### src/fen_pkg.sv
`timescale 1ns / 1ps
package fen_pkg;

  typedef enum logic [3:0] {
    PH_PLACE      = 4'd0,
    PH_SIDE       = 4'd1,
    PH_CASTLE_PRE = 4'd2,
    PH_CASTLE     = 4'd3,
    PH_EP_PRE     = 4'd4,
    PH_EP_RANK    = 4'd5,
    PH_HALF_PRE   = 4'd6,
    PH_HALF       = 4'd7,
    PH_MOVE_PRE   = 4'd8,
    PH_MOVE       = 4'd9,
    PH_MOVE_TAIL  = 4'd10
  } phase_e;

  typedef enum logic [2:0] {
    CK_OTHER = 3'd0,
    CK_SPACE = 3'd1,
    CK_SLASH = 3'd2,
    CK_DIGIT = 3'd3,
    CK_PIECE = 3'd4,
    CK_DASH  = 3'd5,
    CK_FILE  = 3'd6
  } char_kind_e;

  // classified character handed from front to back
  typedef struct packed {
    logic [7:0] ch;
    char_kind_e kind;
    logic [3:0] val;    // digit value or piece code
    logic       last;
  } cls_item_t;

  localparam int unsigned QueueDepth = 2;
  localparam logic [15:0] CountMax = 16'hFFFF;

  function automatic logic [3:0] piece_code(input logic [7:0] c, output logic ok);
    ok = 1'b1;
    unique case (c)
      "K": piece_code = 4'd0;
      "Q": piece_code = 4'd1;
      "R": piece_code = 4'd2;
      "B": piece_code = 4'd3;
      "N": piece_code = 4'd4;
      "P": piece_code = 4'd5;
      "k": piece_code = 4'd6;
      "q": piece_code = 4'd7;
      "r": piece_code = 4'd8;
      "b": piece_code = 4'd9;
      "n": piece_code = 4'd10;
      "p": piece_code = 4'd11;
      default: begin
        piece_code = 4'd0;
        ok = 1'b0;
      end
    endcase
  endfunction

endpackage

### src/fen_front.sv
`timescale 1ns / 1ps
module fen_front
  import fen_pkg::*;
(
  input  logic      clk_i,
  input  logic      rst_ni,
  input  logic      in_valid_i,
  output logic      in_ready_o,
  input  logic [7:0] in_char_i,
  input  logic      in_last_i,
  output logic      q_valid_o,
  input  logic      q_ready_i,
  output cls_item_t q_item_o
);

  localparam int unsigned PtrW = (QueueDepth > 1) ? $clog2(QueueDepth) : 1;

  cls_item_t mem_q [QueueDepth];
  logic [PtrW-1:0] wr_q, wr_d, rd_q, rd_d;
  logic [PtrW:0] cnt_q, cnt_d;
  cls_item_t cls;
  logic pok;
  logic [3:0] pcode;

  always_comb begin
    cls = '0;
    cls.ch = in_char_i;
    cls.last = in_last_i;
    pcode = piece_code(in_char_i, pok);
    if (in_char_i == " ") begin
      cls.kind = CK_SPACE;
    end else if (in_char_i == "/") begin
      cls.kind = CK_SLASH;
    end else if (in_char_i == "-") begin
      cls.kind = CK_DASH;
    end else if (in_char_i >= "0" && in_char_i <= "9") begin
      cls.kind = CK_DIGIT;
      cls.val = 4'(in_char_i - 8'd48);
    end else if (pok) begin
      cls.kind = CK_PIECE;
      cls.val = pcode;
    end else begin
      cls.kind = CK_OTHER;
    end
    // file letters overlap piece letters; back end checks raw char
    if (in_char_i >= "a" && in_char_i <= "h" && !pok) begin
      cls.kind = CK_FILE;
    end
  end

  logic push, pop;
  assign in_ready_o = (cnt_q != (PtrW+1)'(QueueDepth));
  assign push = in_valid_i && in_ready_o;
  assign q_valid_o = (cnt_q != '0);
  assign pop = q_valid_o && q_ready_i;
  assign q_item_o = mem_q[rd_q];

  always_comb begin
    wr_d = push ? ((wr_q == PtrW'(QueueDepth-1)) ? '0 : wr_q + 1'b1) : wr_q;
    rd_d = pop ? ((rd_q == PtrW'(QueueDepth-1)) ? '0 : rd_q + 1'b1) : rd_q;
    cnt_d = cnt_q + (PtrW+1)'(push) - (PtrW+1)'(pop);
  end

  always_ff @(posedge clk_i or negedge rst_ni) begin
    if (!rst_ni) begin
      wr_q <= '0;
      rd_q <= '0;
      cnt_q <= '0;
    end else begin
      wr_q <= wr_d;
      rd_q <= rd_d;
      cnt_q <= cnt_d;
    end
  end

  always_ff @(posedge clk_i) begin
    if (push) mem_q[wr_q] <= cls;
  end

endmodule

### src/fen_back.sv
`timescale 1ns / 1ps
module fen_back
  import fen_pkg::*;
(
  input  logic       clk_i,
  input  logic       rst_ni,
  input  logic       q_valid_i,
  output logic       q_ready_o,
  input  cls_item_t  q_item_i,
  output logic       out_valid_o,
  input  logic       out_ready_i,
  output logic [63:0] out_data_o,
  output logic       out_last_o
);

  phase_e phase_q, phase_d;
  logic [2:0] rank_q, rank_d;
  logic [3:0] file_q, file_d;
  logic first_q, first_d, err_q, err_d, side_q, side_d, epf_q, epf_d;
  logic [3:0] cas_q, cas_d;
  logic [5:0] ep_q, ep_d;
  logic [15:0] half_q, half_d, move_q, move_d;
  logic ov_q, ov_d;
  logic [63:0] od_q, od_d;
  logic lst_q, lst_d;

  logic take;
  assign q_ready_o = !ov_q || out_ready_i;
  assign take = q_valid_i && q_ready_o;
  assign out_valid_o = ov_q;
  assign out_data_o = od_q;
  assign out_last_o = lst_q;

  function automatic logic [15:0] add_dig(input logic [15:0] acc, input logic [3:0] d);
    logic [20:0] v;
    v = {acc, 3'b000} + {4'b0, acc, 1'b0} + 21'(d);
    add_dig = (v > 21'(CountMax)) ? CountMax : v[15:0];
  endfunction

  logic cl_ok;
  logic [3:0] cl_bits;
  logic [4:0] fsum;
  logic wv, done, erro;
  logic [5:0] sq;
  logic [3:0] pc;
  logic [7:0] c;

  always_comb begin
    phase_d = phase_q; rank_d = rank_q; file_d = file_q; first_d = first_q;
    err_d = err_q; side_d = side_q; epf_d = epf_q; cas_d = cas_q; ep_d = ep_q;
    half_d = half_q; move_d = move_q; ov_d = ov_q; od_d = od_q; lst_d = lst_q;
    wv = 1'b0; sq = '0; pc = '0; done = 1'b0; erro = 1'b0;
    c = q_item_i.ch;
    fsum = {1'b0, file_q} + {1'b0, q_item_i.val};
    cl_ok = 1'b1;
    cl_bits = cas_q;
    unique case (c)
      "K": cl_bits = cas_q | 4'b0001;
      "Q": cl_bits = cas_q | 4'b0010;
      "k": cl_bits = cas_q | 4'b0100;
      "q": cl_bits = cas_q | 4'b1000;
      "-": cl_bits = 4'b0000;
      default: cl_ok = 1'b0;
    endcase
    if (out_ready_i) ov_d = 1'b0;
    if (take) begin
      first_d = 1'b1;
      if (!err_q) begin
        unique case (phase_q)
          PH_PLACE: begin
            if (q_item_i.kind == CK_SPACE) begin
              if (rank_q != 3'd0) err_d = 1'b1;
              else phase_d = PH_SIDE;
            end else if (q_item_i.kind == CK_SLASH) begin
              if (rank_q == 3'd0) err_d = 1'b1;
              else begin rank_d = rank_q - 3'd1; file_d = '0; end
            end else if (q_item_i.kind == CK_DIGIT && c >= "1" && c <= "8") begin
              file_d = fsum[3:0];
              if (fsum > 5'd8) err_d = 1'b1;
            end else if (q_item_i.kind == CK_PIECE && file_q < 4'd8) begin
              wv = 1'b1;
              sq = {rank_q, file_q[2:0]};
              pc = q_item_i.val;
              file_d = file_q + 4'd1;
            end else begin
              err_d = 1'b1;
            end
          end
          PH_SIDE: begin
            if (c == "w") begin side_d = 1'b1; phase_d = PH_CASTLE_PRE; end
            else if (c == "b") begin side_d = 1'b0; phase_d = PH_CASTLE_PRE; end
            else if (c != " ") err_d = 1'b1;
          end
          PH_CASTLE_PRE: begin
            if (c != " ") begin
              if (cl_ok) begin
                cas_d = (c == "-") ? 4'b0000 : (cl_bits & ~cas_q);
                phase_d = PH_CASTLE;
              end else begin
                cas_d = '0;
                err_d = 1'b1;
              end
            end
          end
          PH_CASTLE: begin
            if (c == " ") phase_d = PH_EP_PRE;
            else if (cl_ok) cas_d = cl_bits;
            else err_d = 1'b1;
          end
          PH_EP_PRE: begin
            if (c == "-") begin epf_d = 1'b0; phase_d = PH_HALF_PRE; end
            else if (c >= "a" && c <= "h") begin
              ep_d = {3'b000, c[2:0] - 3'd1};
              phase_d = PH_EP_RANK;
            end else if (c != " ") err_d = 1'b1;
          end
          PH_EP_RANK: begin
            if (c == "3") begin
              ep_d = {3'd2, ep_q[2:0]}; epf_d = 1'b1; phase_d = PH_HALF_PRE;
            end else if (c == "6") begin
              ep_d = {3'd5, ep_q[2:0]}; epf_d = 1'b1; phase_d = PH_HALF_PRE;
            end else err_d = 1'b1;
          end
          PH_HALF_PRE: begin
            if (q_item_i.kind == CK_DIGIT) begin
              half_d = add_dig('0, q_item_i.val); phase_d = PH_HALF;
            end else if (c != " ") err_d = 1'b1;
          end
          PH_HALF: begin
            if (q_item_i.kind == CK_DIGIT) half_d = add_dig(half_q, q_item_i.val);
            else if (c == " ") phase_d = PH_MOVE_PRE;
            else err_d = 1'b1;
          end
          PH_MOVE_PRE: begin
            if (q_item_i.kind == CK_DIGIT) begin
              move_d = add_dig('0, q_item_i.val); phase_d = PH_MOVE;
            end else if (c != " ") phase_d = PH_MOVE_TAIL;
          end
          PH_MOVE: begin
            if (q_item_i.kind == CK_DIGIT) move_d = add_dig(move_q, q_item_i.val);
            else phase_d = PH_MOVE_TAIL;
          end
          default: ;
        endcase
      end
      od_d = '0;
      od_d[0] = !first_q;
      od_d[1] = wv;
      od_d[7:2] = sq;
      od_d[11:8] = pc;
      if (q_item_i.last) begin
        done = 1'b1;
        erro = err_d || !(phase_d == PH_MOVE_PRE || phase_d == PH_MOVE ||
                          phase_d == PH_MOVE_TAIL);
        od_d[12] = erro;
        od_d[13] = side_d;
        od_d[17:14] = cas_d;
        od_d[18] = epf_d;
        od_d[24:19] = epf_d ? ep_d : 6'd0;
        od_d[40:25] = half_d;
        od_d[56:41] = move_d;
        phase_d = PH_PLACE; rank_d = 3'd7; file_d = '0; first_d = 1'b0;
        err_d = 1'b0; side_d = 1'b0; cas_d = '0; epf_d = 1'b0; ep_d = '0;
        half_d = '0; move_d = '0;
      end
      lst_d = done;
      ov_d = 1'b1;
    end
  end

  always_ff @(posedge clk_i or negedge rst_ni) begin
    if (!rst_ni) begin
      phase_q <= PH_PLACE; rank_q <= 3'd7; file_q <= '0; first_q <= 1'b0;
      err_q <= 1'b0; side_q <= 1'b0; cas_q <= '0; epf_q <= 1'b0; ep_q <= '0;
      half_q <= '0; move_q <= '0; ov_q <= 1'b0;
    end else begin
      phase_q <= phase_d; rank_q <= rank_d; file_q <= file_d; first_q <= first_d;
      err_q <= err_d; side_q <= side_d; cas_q <= cas_d; epf_q <= epf_d; ep_q <= ep_d;
      half_q <= half_d; move_q <= move_d; ov_q <= ov_d;
    end
  end

  always_ff @(posedge clk_i) begin
    od_q <= od_d;
    lst_q <= lst_d;
  end

endmodule

### src/fen_position_parser.sv
`timescale 1ns / 1ps
// Channel | Dir | tdata                         | tlast
// s_axis  | in  | [7:0] char_in                 | last_char
// m_axis  | out | fields listed at m_axis_tdata | done_res
// One item per cycle sustained while the output is not held; each character is
// classified in the front, queued (two entries), then applied to the parse state
// by the back end and registered onto the output.
// Reset clears parse state and queue; a held output backs up the queue, and
// s_axis_tready drops once both queue entries are taken.
module fen_position_parser
  import fen_pkg::*;
(
  input  logic        clk_i,
  input  logic        rst_ni,
  input  logic        s_axis_tvalid_i,
  output logic        s_axis_tready_o,
  input  logic [7:0]  s_axis_tdata_i,   // char_in
  input  logic        s_axis_tlast_i,   // last_char
  output logic        m_axis_tvalid_o,
  input  logic        m_axis_tready_i,
  // board_clear, write_valid, square[6], piece[4], parse_error,
  // white_to_move, castle_rights[4], ep_valid, ep_square[6],
  // halfmove_count[16], move_count[16], zero pad
  output logic [63:0] m_axis_tdata_o,
  output logic        m_axis_tlast_o    // done_res
);

  logic q_valid, q_ready;
  cls_item_t q_item;

  fen_front u_front (
    .clk_i, .rst_ni,
    .in_valid_i(s_axis_tvalid_i), .in_ready_o(s_axis_tready_o),
    .in_char_i(s_axis_tdata_i), .in_last_i(s_axis_tlast_i),
    .q_valid_o(q_valid), .q_ready_i(q_ready), .q_item_o(q_item)
  );

  fen_back u_back (
    .clk_i, .rst_ni,
    .q_valid_i(q_valid), .q_ready_o(q_ready), .q_item_i(q_item),
    .out_valid_o(m_axis_tvalid_o), .out_ready_i(m_axis_tready_i),
    .out_data_o(m_axis_tdata_o), .out_last_o(m_axis_tlast_o)
  );

endmodule
### config.mk
export PLATFORM = sky130hd
export DESIGN_NAME = fen_position_parser
export DESIGN_NICKNAME = d
export VERILOG_FILES = /design/src/fen_pkg.sv /design/src/fen_front.sv /design/src/fen_back.sv /design/src/fen_position_parser.sv
export SDC_FILE = /design/constraint.sdc
export NUM_CORES = 1
export LEC_CHECK = 0
export ABC_CLOCK_PERIOD_IN_PS = 4140
export BUFFER_PORTS_ARGS = -buffer_cell sky130_fd_sc_hd__buf_4
export CORE_MARGIN = 4
export CORE_UTILIZATION = 55
export DETAILED_ROUTE_END_ITERATION = 8
export PLACE_DENSITY = 0.81
export SYNTH_ARGS = -nofsm -noshare
export SYNTH_HDL_FRONTEND = slang
export SYNTH_HIERARCHICAL = 1
export SYNTH_SLANG_ARGS = --single-unit
### constraint.sdc
create_clock -name clk_i -period 4.14 [get_ports clk_i]
set_input_delay 0.621 -clock clk_i [delete_from_list [all_inputs] [get_ports clk_i]]
set_output_delay 0.621 -clock clk_i [all_outputs]
set_load 0.02 [all_outputs]
==> results.sh <==
export IMPL_worstSkewPairLatency_ns=0.43
export IMPL_n_antenna_cell=0
export IMPL_hold_class="input pin to async pin"
export IMPL_cp_max_fo=8
export IMPL_area_delta_synth_final_pct=14.5
export IMPL_p_int_w=0.00385
export IMPL_crit_arrival_ns=4.20
export IMPL_netlist_instances=1005
export IMPL_slew_viol_final=0
export IMPL_max_freq_mhz=248
export IMPL_die_w_um=142
export IMPL_synth_cell_types=79
export IMPL_comb_power_share_pct=37.7
export IMPL_vias=8191
export IMPL_tightest_slew_ns=1.19
export IMPL_rows=48
export IMPL_core_region_area_um2=17400
export IMPL_syn_area_um2=9840
export IMPL_finalHoldViolations=0
export IMPL_p_sw_share_pct=37.4
export IMPL_relSlewSlack_pct=20.1
export IMPL_critPathKind="flip-flop to flip-flop"
export IMPL_grt_antenna_before_repair=0
export IMPL_clkPwrFrac_pct=27.0
export IMPL_dieArea_um2=20100
export IMPL_yosys_warnings=6
export IMPL_layout_drive_gt1_share_pct=16.1
export IMPL_drt_wl_total_um=24300
export IMPL_ys_seq_area_share_pct=43.3
export IMPL_clock_sinks=152
export IMPL_drc=0
export IMPL_htree_levels=4
export IMPL_min_period_ns=4.03
export IMPL_cp_start_kind="flip-flop"
export IMPL_cts_path_max_buffers=2
export IMPL_routedWlPerCell_um=18.5
export IMPL_ios=80
export IMPL_synth_seq_cells=152
export IMPL_crit_required_ns=4.31
export IMPL_finClkSkew_ns=0.00759
export IMPL_min_period_over_period_pct=97.4
export IMPL_async_reset_ff_share_pct=40.8
export IMPL_peakVddDrop_mv=0.389
export IMPL_p_leak_nw=4.86
export IMPL_seqPwrFrac_pct=35.2
export IMPL_via_per_inst=6.23
export IMPL_place_hpwl_um=16500
export IMPL_grt_pass1_wl_um=39600
export IMPL_dp_cells=1278
export IMPL_cts_tree="done"
export IMPL_synth_edf_count=90
export IMPL_setup_viol=0
export IMPL_ys_flop_type="edfxtp_1"
export IMPL_run_status="finished clean"
export IMPL_groute_usage_overall_pct=24.3
export IMPL_dr_pass1_iters=6
export IMPL_cts_clk_slew_worst_paths_ns=0.07
export IMPL_finalNonFillerCells=1314
export IMPL_drt_initial_drc_count=901
export IMPL_fill_cells=1353
export IMPL_dieHeight_um=142
export IMPL_switchingPower_w=0.00230
export IMPL_grt_pass1_vias=7974
export IMPL_grt_max_degree=63
export IMPL_setup_tns_ns=0
export IMPL_syn_avg_cell_area_um2=9.79
export IMPL_power_density_nw_per_um2=546
export IMPL_drv_cap=0
export IMPL_endpoint_kind="flip-flop"
export IMPL_grt_overflow_total=0
export IMPL_final_nets=1170
export IMPL_cts_buffers=17
export IMPL_root_buffer="clkbuf_16"
export IMPL_gp_congestion=0.941
export IMPL_antenna_left=0
export IMPL_numPortBuffers=72
export IMPL_initial_core_util_pct=56.5
[repair_timing]
| item | in CTS | in global routing |
|---|---|---|
| endpoints found under the hold margin | 0 | 0 |
| hold buffers | 0 | 0 |
| endpoints found under the setup margin | 0 | 50 |
| gates resized for setup | 0 | 7 |
| setup buffers | 0 | 4 |
[kinds of logic (layout without fill, tap and decap cells)]
group	after synthesis	after routing	synth area share, %
AOI/OAI and AO/OA	284	284	18.2
other	1	7	0.0381
muxes	26	26	2.87
xor gates and xnor gates	33	33	2.94
buffers and inverters	71	149	3.55
and+or+nand+nor	357	357	18.4
adders and majority gates	81	81	10.7
DFF	152	152	43.3
[cells in the mapped netlist, drive strengths merged, types with 7 or more instances]
cell type,count,area [um2]
nand3,22,115
o21bai,7,52.6
mux2,18,203
and3,10,62.6
ha,76,951
nor3b,10,80.1
edfxtp,90,2700
xor2,17,149
nand2,105,394
nand2b,17,106
and2,14,87.6
a211oi,11,87.6
nand4,12,75.1
nor3,27,150
dfrtp,59,1480
nor2,83,312
nor2b,16,108
a21oi,49,249
inv,23,86.3
o211ai,12,90.1
o21ai,118,591
a31oi,15,93.8
mux2i,8,80.1
a21o,15,113
buf,24,173
xnor2,16,140
a22o,7,61.3
clkbuf,23,86.3
[layout by cell type (no fill, tap or decap), drive strengths merged, types with 14 or more instances in the layout]
cell type  Yosys  routed
o21ai        118     118
nand2        105     105
buf           24      93
edfxtp        90      90
nor2          83      83
ha            76      76
dfrtp         59      59
a21oi         49      49
nor3          27      27
inv           23      26
nand3         22      22
clkbuf        23      18
mux2          18      18
nand2b        17      17
xor2          17      17
xnor2         16      16
nor2b         16      16
a21o          15      15
a31oi         15      15
and2          14      14
[power groups by stage]
stage	Clock (W)	Combinational [W]	Sequential (W)
after floorplan	0	0.00123	0.00243
after global placement	0	0.00220	0.00219
after detailed placement	0	0.00225	0.00219
after CTS	0.00168	0.00228	0.00217
after global routing	0.00176	0.00249	0.00220
final	0.00166	0.00232	0.00217
[area by class of cell]
cell class,instances,area [um2],share of cell area [%]
inverter,24,90.1,0.800
clock buffer,18,429,3.81
clock inverter,14,199,1.77
timing repair buffer,93,711,6.31
multi-input combinational,788,5290,47.0
sequential,152,4260,37.8
tap,225,282,2.50
[critical path, cell delays in order (launching register included)]
cell and delay [ns]:
dfrtp_2 0.45, mux2_4 0.37, fa_1 0.55, ha_1 0.37
a211oi_2 0.29, o21a_1 0.19, nor3_1 0.10, or4b_1 0.53
nand3_2 0.11, o311ai_4 0.18, buf_4 0.20, o41ai_2 0.33
o21ai_1 0.12
[flip-flops by register name, indices dropped and copies added (netlist names), 3 cells and up]
| signal | flops |
|---|---|
| u_back/out_data_o | 57 |
| u_front/mem_q | 32 |
| u_back/half_q | 16 |
| u_back/move_q | 16 |
| u_back/ep_q | 6 |
| u_back/cas_q | 4 |
| u_back/file_q | 4 |
| u_back/phase_q | 4 |
| u_back/rank_q | 3 |
[layer usage]
layer / GRT usage (%) / wire, um / vias to the layer above
met2: 40.5 / 12000 / 350
met4: 8.74 / 503 / 0
met1: 32.0 / 10300 / 3931
met3: 4.35 / 1560 / 50
met5: 0 / 0 / -
li1: - / - / 3860
[per-stage QoR]
stage	setup slack, ns	power [W]	utilization [%]	area (um2)	hold slack [ns]
after floorplan	0.196	0.00366	-	9860	0.325
after global placement	0.184	0.00438	60.6	10600	0.460
final	0.109	0.00615	64.7	11300	0.298
after detailed placement	0.0377	0.00444	60.6	10600	0.474
after CTS	0.00860	0.00613	64.2	11200	0.337
after global routing	-0.0514	0.00645	64.7	11300	0.363
[path summary, 6_finish.rpt]
| kind | from | end | slack [ns] | cells past startpoint |
|---|---|---|---|---|
| min in group clk_i | s_axis_tlast_i | u_front/mem_q[1][0] | 0.38 | 1 |
| worst min-delay path | rst_ni | u_back/half_q[11] | 0.30 | 1 |
| worst max register to register | u_front/rd_q | u_back/out_data_o[27] | 0.11 | 12 |
| worst max-delay path | u_front/rd_q | u_back/out_data_o[27] | 0.11 | 12 |
| max in group asynchronous | rst_ni | u_front/rd_q | 3.21 | 1 |
| worst min register to register | u_back/ep_q[3] | u_back/ep_q[3] | 0.49 | 2 |
No activity file was read; power rests on OpenSTA's default activity.
